`config.mk`:
```
export PLATFORM = sky130hd
export DESIGN_NAME = multi_queue_fifo_with_drop_count
export DESIGN_NICKNAME = d
export VERILOG_FILES = /design/src/rtl/mqfifo_pkg.sv /design/src/rtl/multi_queue_fifo_with_drop_count.sv /design/src/rtl/mqfifo_ctrl.sv /design/src/rtl/mqfifo_dp.sv
export SDC_FILE = /design/constraint.sdc
export NUM_CORES = 2
export LEC_CHECK = 0
export BUFFER_PORTS_ARGS = -buffer_cell sky130_fd_sc_hd__buf_2
export CAP_MARGIN = 10
export CORE_MARGIN = 5
export CORE_UTILIZATION = 55
export CTS_CLUSTER_SIZE = 8
export DETAILED_ROUTE_END_ITERATION = 10
export GPL_ROUTABILITY_DRIVEN = 0
export MAX_ROUTING_LAYER = met4
export PLACE_DENSITY = 0.71
export SYNTH_ARGS = -nofsm -noshare
export SYNTH_HDL_FRONTEND = slang
export SYNTH_SLANG_ARGS = --single-unit
```
`constraint.sdc`:
```
create_clock -name clk_i -period 8.1 [get_ports clk_i]
set_clock_uncertainty 0.2 [all_clocks]
set_input_delay 0.81 -clock clk_i [delete_from_list [all_inputs] [get_ports clk_i]]
set_output_delay 0.81 -clock clk_i [all_outputs]
set_load 0.02 [all_outputs]
```
`src/rtl/mqfifo_pkg.sv`:
```
// ----------------------------------------------------------------------------
// Multi-queue FIFO package
// Field widths, action and status codes, and the controller command bundle.
// ----------------------------------------------------------------------------
package mqfifo_pkg;

  localparam int ACTION_W = 2;
  localparam int QUEUE_W  = 2;
  localparam int WORD_W   = 32;
  localparam int STATUS_W = 2;
  localparam int LOST_W   = 32;

  // Action codes carried by the action field.
  localparam logic [ACTION_W-1:0] ACT_INIT  = 2'd0;
  localparam logic [ACTION_W-1:0] ACT_WRITE = 2'd1;
  localparam logic [ACTION_W-1:0] ACT_READ  = 2'd2;

  // Status codes returned with every result.
  localparam logic [STATUS_W-1:0] ST_OK       = 2'd0;
  localparam logic [STATUS_W-1:0] ST_NO_QUEUE = 2'd1;
  localparam logic [STATUS_W-1:0] ST_FULL     = 2'd2;
  localparam logic [STATUS_W-1:0] ST_EMPTY    = 2'd3;

  // Commands from the controller to the datapath.
  typedef struct packed {
    logic take_item;    // Execute the action presented on the input ports.
    logic load_result;  // Move the finished result into the output register.
  } cmd_t;

endpackage

```
`src/rtl/multi_queue_fifo_with_drop_count.sv`:
```
// ----------------------------------------------------------------------------
// Multi-queue FIFO with drop count
// Latency: a result is loaded at the clock edge after its beat is accepted and
// is valid from then on; a result still waiting on the output holds it back.
// No new beat is taken until the last result is loaded; the execute step waits
// for the registered read of the word store before the result is loaded.
// Reset clears all pointers, fill counts, lost counters and the created count.
// ----------------------------------------------------------------------------
//
// The block holds QUEUES ring FIFOs of DEPTH slots each in one shared word
// store. Each input beat carries one action on one queue:
//   - Init resets the queue's read and write pointers, fill count and lost
//     counter and bumps the created-queue count. Once that count has reached
//     QUEUES, init is refused with the no-more-queues status.
//   - Write appends a word unless the queue already holds DEPTH-1 words; in
//     that case the word is dropped, the queue's lost counter is incremented
//     (saturating at all ones) and the full status is returned.
//   - Read pops the oldest word, or returns the empty status.
// A queue number at or above QUEUES returns no-more-queues with zero lost
// total and changes nothing.
//
// The controller accepts a beat only when idle. On the accepting edge the
// datapath updates the queue state, writes the word store or issues its read,
// and latches the status and lost total. In the following cycle the result is
// loaded into the output register as soon as that register is free, so one
// finished result can wait on the output side while the next beat is taken.
// The word store has no reset; a read only ever returns words written since
// the queue's last init.
module multi_queue_fifo_with_drop_count
  import mqfifo_pkg::*;
#(
  parameter int QUEUES = 4,
  parameter int DEPTH  = 16
) (
  input  logic                     clk_i,
  input  logic                     rst_ni,
  input  logic                     in_valid_i,
  output logic                     in_stall_o,
  input  logic [ACTION_W-1:0]      action_i,
  input  logic [QUEUE_W-1:0]       queue_i,
  input  logic signed [WORD_W-1:0] word_in_i,
  output logic                     out_valid_o,
  input  logic                     out_stall_i,
  output logic [STATUS_W-1:0]      status_o,
  output logic signed [WORD_W-1:0] word_out_o,
  output logic [LOST_W-1:0]        lost_total_o
);

  cmd_t cmd;

  // Sequencing and output handshake.
  mqfifo_ctrl u_ctrl (
    .clk_i       (clk_i),
    .rst_ni      (rst_ni),
    .in_valid_i  (in_valid_i),
    .in_stall_o  (in_stall_o),
    .out_valid_o (out_valid_o),
    .out_stall_i (out_stall_i),
    .cmd_o       (cmd)
  );

  // Queue state, word store and result registers.
  mqfifo_dp #(
    .QUEUES (QUEUES),
    .DEPTH  (DEPTH)
  ) u_dp (
    .clk_i        (clk_i),
    .rst_ni       (rst_ni),
    .cmd_i        (cmd),
    .action_i     (action_i),
    .queue_i      (queue_i),
    .word_in_i    (word_in_i),
    .status_o     (status_o),
    .word_out_o   (word_out_o),
    .lost_total_o (lost_total_o)
  );

endmodule

```
`src/rtl/mqfifo_ctrl.sv`:
```
// ----------------------------------------------------------------------------
// Multi-queue FIFO controller
// Sequences one action at a time and owns the output valid flag.
// ----------------------------------------------------------------------------
module mqfifo_ctrl
  import mqfifo_pkg::*;
(
  input  logic clk_i,
  input  logic rst_ni,
  input  logic in_valid_i,
  output logic in_stall_o,
  output logic out_valid_o,
  input  logic out_stall_i,
  output cmd_t cmd_o
);

  typedef enum logic {
    S_IDLE,
    S_EXEC
  } state_e;

  state_e state_q;
  logic   out_valid_q;

  always_comb begin
    cmd_o.take_item   = (state_q == S_IDLE) && in_valid_i;
    cmd_o.load_result = (state_q == S_EXEC) && (!out_valid_q || !out_stall_i);
  end

  assign in_stall_o  = (state_q != S_IDLE);
  assign out_valid_o = out_valid_q;

  always_ff @(posedge clk_i or negedge rst_ni) begin
    if (!rst_ni) begin
      state_q     <= S_IDLE;
      out_valid_q <= 1'b0;
    end else begin
      case (state_q)
        S_IDLE: begin
          if (out_valid_q && !out_stall_i) begin
            out_valid_q <= 1'b0;
          end
          if (in_valid_i) begin
            state_q <= S_EXEC;
          end
        end
        S_EXEC: begin
          if (!out_valid_q || !out_stall_i) begin
            out_valid_q <= 1'b1;
            state_q     <= S_IDLE;
          end
        end
        default: begin
          state_q <= S_IDLE;
        end
      endcase
    end
  end

`ifndef SYNTH
  a_accept_goes_exec: assert property (@(posedge clk_i) disable iff (!rst_ni)
    (in_valid_i && !in_stall_o) |=> (state_q == S_EXEC))
    else $error("accepted beat did not start execution");

  a_result_from_exec: assert property (@(posedge clk_i) disable iff (!rst_ni)
    $rose(out_valid_q) |-> $past(state_q == S_EXEC))
    else $error("result appeared without an executed action");

  a_hold_when_blocked: assert property (@(posedge clk_i) disable iff (!rst_ni)
    (state_q == S_EXEC && out_valid_q && out_stall_i) |=> (state_q == S_EXEC))
    else $error("pending result overwrote an untaken result");
`endif

endmodule

```
`src/rtl/mqfifo_dp.sv`:
```
// ----------------------------------------------------------------------------
// Multi-queue FIFO datapath
// Per-queue pointers, fill counts and lost counters, the shared word store,
// and the result registers.
// ----------------------------------------------------------------------------
module mqfifo_dp
  import mqfifo_pkg::*;
#(
  parameter int QUEUES = 4,
  parameter int DEPTH  = 16
) (
  input  logic                       clk_i,
  input  logic                       rst_ni,
  input  cmd_t                       cmd_i,
  input  logic [ACTION_W-1:0]        action_i,
  input  logic [QUEUE_W-1:0]         queue_i,
  input  logic signed [WORD_W-1:0]   word_in_i,
  output logic [STATUS_W-1:0]        status_o,
  output logic signed [WORD_W-1:0]   word_out_o,
  output logic [LOST_W-1:0]          lost_total_o
);

  localparam int PW      = $clog2(DEPTH);
  localparam int CW      = $clog2(QUEUES + 1);
  localparam int QIW     = (QUEUES > 1) ? $clog2(QUEUES) : 1;
  localparam int QXW     = (QIW > QUEUE_W) ? QIW : QUEUE_W;
  localparam int ENTRIES = QUEUES * DEPTH;
  localparam int AW      = (ENTRIES > 1) ? $clog2(ENTRIES) : 1;
  localparam logic [PW-1:0] LAST_SLOT = PW'(DEPTH - 1);

  logic [PW-1:0]     rp_q   [QUEUES];
  logic [PW-1:0]     wp_q   [QUEUES];
  logic [PW-1:0]     fill_q [QUEUES];
  logic [LOST_W-1:0] lost_q [QUEUES];
  logic [CW-1:0]     created_q;

  logic [WORD_W-1:0] mem [ENTRIES];
  logic [WORD_W-1:0] rd_data_q;

  logic [STATUS_W-1:0] status_hold_q;
  logic [LOST_W-1:0]   lost_hold_q;
  logic                rd_ok_q;

  logic [STATUS_W-1:0] status_q;
  logic [WORD_W-1:0]   word_out_q;
  logic [LOST_W-1:0]   lost_out_q;

  logic [QXW-1:0]      q_ext;
  logic [QIW-1:0]      qi;
  logic                q_ok;
  logic [PW-1:0]       rp_cur, wp_cur, fill_cur;
  logic [LOST_W-1:0]   lost_cur, lost_new;
  logic [STATUS_W-1:0] status_new;
  logic                do_init, do_write, do_read, do_drop;
  logic [AW-1:0]       wr_addr, rd_addr;

  always_comb begin
    q_ext    = QXW'(queue_i);
    qi       = q_ext[QIW-1:0];
    q_ok     = ({30'b0, queue_i} < 32'(QUEUES));
    rp_cur   = q_ok ? rp_q[qi]   : '0;
    wp_cur   = q_ok ? wp_q[qi]   : '0;
    fill_cur = q_ok ? fill_q[qi] : '0;
    lost_cur = q_ok ? lost_q[qi] : '0;

    status_new = ST_OK;
    lost_new   = lost_cur;
    do_init    = 1'b0;
    do_write   = 1'b0;
    do_read    = 1'b0;
    do_drop    = 1'b0;

    if (!q_ok) begin
      status_new = ST_NO_QUEUE;
      lost_new   = '0;
    end else begin
      case (action_i)
        ACT_INIT: begin
          if (created_q >= CW'(QUEUES)) begin
            status_new = ST_NO_QUEUE;
          end else begin
            do_init  = 1'b1;
            lost_new = '0;
          end
        end
        ACT_WRITE: begin
          if (fill_cur == LAST_SLOT) begin
            status_new = ST_FULL;
            do_drop    = 1'b1;
            if (lost_cur != '1) begin
              lost_new = lost_cur + 1'b1;
            end
          end else begin
            do_write = 1'b1;
          end
        end
        ACT_READ: begin
          if (fill_cur == '0) begin
            status_new = ST_EMPTY;
          end else begin
            do_read = 1'b1;
          end
        end
        default: begin
        end
      endcase
    end

    wr_addr = AW'(qi) * AW'(DEPTH) + AW'(wp_cur);
    rd_addr = AW'(qi) * AW'(DEPTH) + AW'(rp_cur);
  end

  always_ff @(posedge clk_i or negedge rst_ni) begin
    if (!rst_ni) begin
      for (int i = 0; i < QUEUES; i++) begin
        rp_q[i]   <= '0;
        wp_q[i]   <= '0;
        fill_q[i] <= '0;
        lost_q[i] <= '0;
      end
      created_q <= '0;
    end else if (cmd_i.take_item) begin
      if (do_init) begin
        rp_q[qi]   <= '0;
        wp_q[qi]   <= '0;
        fill_q[qi] <= '0;
        lost_q[qi] <= '0;
        created_q  <= created_q + 1'b1;
      end
      if (do_write) begin
        wp_q[qi]   <= (wp_cur == LAST_SLOT) ? '0 : wp_cur + 1'b1;
        fill_q[qi] <= fill_cur + 1'b1;
      end
      if (do_read) begin
        rp_q[qi]   <= (rp_cur == LAST_SLOT) ? '0 : rp_cur + 1'b1;
        fill_q[qi] <= fill_cur - 1'b1;
      end
      if (do_drop) begin
        lost_q[qi] <= lost_new;
      end
    end
  end

  // Word store: one write port and one registered read port.
  always_ff @(posedge clk_i) begin
    if (cmd_i.take_item && do_write) begin
      mem[wr_addr] <= word_in_i;
    end
  end

  always_ff @(posedge clk_i) begin
    if (cmd_i.take_item && do_read) begin
      rd_data_q <= mem[rd_addr];
    end
  end

  always_ff @(posedge clk_i) begin
    if (cmd_i.take_item) begin
      status_hold_q <= status_new;
      lost_hold_q   <= lost_new;
      rd_ok_q       <= do_read;
    end
    if (cmd_i.load_result) begin
      status_q   <= status_hold_q;
      word_out_q <= rd_ok_q ? rd_data_q : '0;
      lost_out_q <= lost_hold_q;
    end
  end

  assign status_o     = status_q;
  assign word_out_o   = word_out_q;
  assign lost_total_o = lost_out_q;

`ifndef SYNTH
  a_created_bound: assert property (@(posedge clk_i) disable iff (!rst_ni)
    created_q <= CW'(QUEUES))
    else $error("created queue count passed the number of queues");

  for (genvar g = 0; g < QUEUES; g++) begin : g_fill_chk
    a_fill_bound: assert property (@(posedge clk_i) disable iff (!rst_ni)
      fill_q[g] <= LAST_SLOT)
      else $error("queue fill count passed its capacity");
  end
`endif

endmodule

```
==> metrics.csv <==
stage,metric,value,unit
outcome,outcome,"finished, violations left",
outcome,violations,DRC,
power_and_ir_drop,total_switching_power,7.14,mW
drt,drt_first_pass_iters,8,
synth,syn_area,91900,um^2
drt,avgViaCountPerCell,6.76,
drt,drt_iter0_drc,6620,
placed_design,place_ws,2.00,ns
grt,grt_remaining_overflow,0,
synth,ys_seq_area_frac,0.762,
layout,synthToLayoutAreaGrowth,14.0,%
timing,post_route_fraction_of_the_period_consumed_by_the_critical_path,0.640,
cts,post_cts_resized,0,
power_and_ir_drop,max-vdd-ir-drop,0.175,mV
min_path,hold-path-endpoint,u_dp.mem[19][23]$_DFFE_PP_,
setup_path,critPathMaxFanout,69,
setup_path,regToRegEndpoint,u_dp.mem[30][24]$_DFFE_PP_,
synth,synth_cell_type_count,72,
timing,worst_slew_pin_slew,1.30,ns
power_and_ir_drop,pwr_density_cell,289,nW/um^2
cts,numCtsBuffers,345,
min_path,timing.hold.worst.start,word_in_i[23],
setup_path,critPathCaptureType,flop,
floorplanning,initial_cell_density_of_the_core,0.551,
cts,post_cts_setup_buffer_count,0,
timing,hold_violations,0,
cts,clkSinkCount,2362,
power_and_ir_drop,pwr-share-seq,0.452,
timing,slew_viol_final,0,
power_and_ir_drop,switching_share,0.236,
synth,synth.net_count,4561,
grt,grt_antenna_before_repair,9,
grt,maximum_number_of_pins_on_one_net_before_global_route_repair,109,
timing,maxSlewHeadroom,0.135,
synth,synth-edff-count,2181,
grt,grt_pass1_wl,344,mm
grt,grt_usage,0.282,
floorplanning,count_of_standard_cell_rows,150,
synth,ys_dominant_reg_cell,sky130_fd_sc_hd__edfxtp_1,
cts,clockRootBuffer,sky130_fd_sc_hd__clkbuf_16,
cts,clk_pin_slew_worst_paths,0.05,ns
layout,finish.net_count,4901,
layout,layout_commonest_cell,sky130_fd_sc_hd__edfxtp_1,
setup_path,timing.reg2reg.worst_path_depth,7,
synth,async_flop_share,0.0766,
drt,post-route-drc-count,2,
cts,cts_tree,done,
synth,yosysWarningCount,0,
floorplanning,dieWidth,419,um
grt,grt_pass1_vias,48372,
setup_path,sort_of_element_at_the_start_of_the_critical_path,input port,
setup_path,worst-setup-path-type,input port to flop,
timing,final.min_clock_period,5.18,ns
timing,rsz0062_at_grt,no,
setup_path,worst_ep_required_time,8.53,ns
setup_path,reg2reg_from,u_dp.fill_q[1]$_DFFE_PN0P_,
floorplanning,coreArea,167000,um^2
cts,max-clock-path-buffers,4,
power_and_ir_drop,pnr_total_power,30.2,mW
cts,htree_levels,5,
min_path,holdPathStages,1,
power_and_ir_drop,power_leakage,34.4,nW
setup_path,ff2ff_setup_slack,3.36,ns
power_and_ir_drop,power.share.combinational,0.137,
floorplanning,die_h,419,um
placed_design,place.detailed.hpwl,132,mm
cts,clk-insertion-delay-late,0.95,ns
setup_path,critical_path_arrival,5.61,ns
placed_design,numPortBuffers,107,
synth,synth_area_per_cell,20.4,um^2
timing,totalNegativeSetupSlack,0,ns
drt,final_antenna_net_count,0,
layout,final_layout_size_suffix_gt1_frac,0.239,
drt,route.detailed.wl_per_inst,33.3,um
placed_design,dpl_cell_area,95500,um^2
layout,post-route-cell-area,105000,um^2
timing,setup_slack,2.92,ns
drt,routed_vias,48310,
min_path,hold_path_class,input port to flop,
cts,cts_hold_buffers,3,
layout,layout_common_cells,"sky130_fd_sc_hd__edfxtp_1 (2,181), sky130_fd_sc_hd__mux4_2 (481), sky130_fd_sc_hd__clkbuf_16 (351), sky130_fd_sc_hd__nand2_1 (238), sky130_fd_sc_hd__dfrtp_1 (181)",
run,max-cap-violations,0,
floorplanning,design.die.area,175000,um^2
power_and_ir_drop,power.share.clock,0.411,
synth,flops_latches_synth,2362,
floorplanning,floorplan.io_pins,108,
synth,syn_inst,4515,
timing,setup_viol,0,
drt,totalWireLength,238,mm
timing,achievable-frequency,0.193,GHz
power_and_ir_drop,internal_power,23.1,mW
-- Yosys cell counts, drive strengths merged (5+ instances only) --
| library cell | count | share of area |
|---|---|---|
| and4 | 6 | 0.00057 |
| o22ai | 45 | 0.0031 |
| nand2 | 240 | 0.0098 |
| a22o | 116 | 0.011 |
| a311oi | 6 | 0.00057 |
| o2111ai | 6 | 0.00057 |
| o21ai | 89 | 0.0050 |
| edfxtp | 2181 | 0.71 |
| nand3 | 39 | 0.0021 |
| a31oi | 14 | 0.00095 |
| buf | 162 | 0.011 |
| nand2b | 8 | 0.00054 |
| mux4 | 504 | 0.12 |
| nor2 | 153 | 0.0063 |
| mux2i | 158 | 0.017 |
| a32o | 8 | 0.00087 |
| or4 | 7 | 0.00057 |
| a211o | 12 | 0.0011 |
| inv | 11 | 0.00048 |
| dfrtp | 181 | 0.049 |
| or3 | 9 | 0.00061 |
| ha | 6 | 0.00082 |
| xor2 | 9 | 0.00086 |
| a221oi | 19 | 0.0018 |
| nor4 | 11 | 0.00095 |
| o31ai | 5 | 0.00041 |
| a221o | 9 | 0.00098 |
| mux2 | 7 | 0.00090 |
| nor3 | 20 | 0.0011 |
| a21oi | 90 | 0.0049 |
| a211oi | 12 | 0.00098 |
| and3 | 12 | 0.00082 |
| o211ai | 10 | 0.00093 |
| a22oi | 126 | 0.010 |
| and2 | 45 | 0.0031 |
| nand4 | 20 | 0.0014 |
| nor2b | 5 | 0.00034 |
| clkbuf | 86 | 0.0035 |
| xnor2 | 12 | 0.0011 |
| a21o | 6 | 0.00049 |
| o221ai | 20 | 0.0019 |
-- critical path, cell delays in order --
cell and delay, ns:
sky130_fd_sc_hd__buf_2 0.57, sky130_fd_sc_hd__buf_4 0.53, sky130_fd_sc_hd__mux2_2 0.51, sky130_fd_sc_hd__inv_8 0.45, sky130_fd_sc_hd__buf_12 0.46, sky130_fd_sc_hd__buf_12 0.42, sky130_fd_sc_hd__mux4_2 0.37, sky130_fd_sc_hd__mux4_2 0.52
sky130_fd_sc_hd__a22oi_1 0.74, sky130_fd_sc_hd__nand2_1 0.09
-- routing by layer --
layer	vias up	global-route usage	share of wire
met1	25346	0.387	0.38
li1	19437	-	-
met5	-	-	0
met3	487	0.0681	0.11
met2	3040	0.424	0.47
met4	0	0.0949	0.035
-- power groups by stage --
stage               Clock (mW)  Sequential, mW  Combinational (mW)
global placement             0            13.9                4.10
detailed placement           0            13.9                4.14
CTS                       12.6            13.6                4.17
finish                    12.4            13.6                4.15
floorplan                    0            13.9                3.04
global route              13.1            13.6                4.42
-- through the flow --
step / utilization / hold slack, ns / cells
after floorplan: - / 0.200 / 4515
after global placement: 0.573 / 0.202 / 6706
after detailed placement: 0.573 / 0.205 / 6708
after CTS: 0.628 / 0.0520 / 7137
after global routing: 0.628 / 0.0902 / 7144
final: 0.628 / 0.124 / 7150
-- final cells by class --
cell class / instances / area [um^2]
diodes: 12 / 30.0
clock buffers: 418 / 9040
flip-flops and latches: 2362 / 70000
inverters: 11 / 65.1
multi-input cells: 1894 / 21000
fillers: 10967 / 61900
repair buffers: 241 / 1720
well taps: 2204 / 2760
clock inverters: 8 / 110
-- registers in the layout, indices dropped and copies added, names as in the netlist, 3 cells and up --
| register | flops |
|---|---|
| u_dp.word_out_o | 32 |
| u_dp.lost_q | 128 |
| u_dp.created_q | 3 |
| u_dp.wp_q | 16 |
| u_dp.lost_hold_q | 32 |
| u_dp.rd_data_q | 32 |
| u_dp.rp_q | 16 |
| u_dp.fill_q | 16 |
| u_dp.mem | 2048 |
| u_dp.lost_total_o | 32 |
-- how the worst max path moves through the flow --
| stage | startpoint | endpoint | slack [ns] | cells after the start |
|---|---|---|---|---|
| after floorplan | out_stall_i | u_dp.lost_total_o[0]$_DFFE_PP_ | 1.72 | 1 |
| after global placement | queue_i[1] | u_dp.rd_data_q[27]$_DFFE_PP_ | 1.63 | 11 |
| after detailed placement | queue_i[1] | u_dp.rd_data_q[3]$_DFFE_PP_ | 2.00 | 10 |
| after CTS | queue_i[1] | u_dp.rd_data_q[3]$_DFFE_PP_ | 3.02 | 10 |
| after global routing | queue_i[1] | u_dp.rd_data_q[19]$_DFFE_PP_ | 2.75 | 10 |
| final | queue_i[1] | u_dp.rd_data_q[3]$_DFFE_PP_ | 2.92 | 10 |
-- cells by family after synthesis --
family,after synthesis,synth area share
compound gates,609,0.0477
xor+xnor,21,0.00200
fa+ha+maj,6,0.000817
buf+inv,259,0.0155
flops,2362,0.762
mux,669,0.143
simple gates,589,0.0293
No activity file was read; power rests on OpenSTA's default activity.
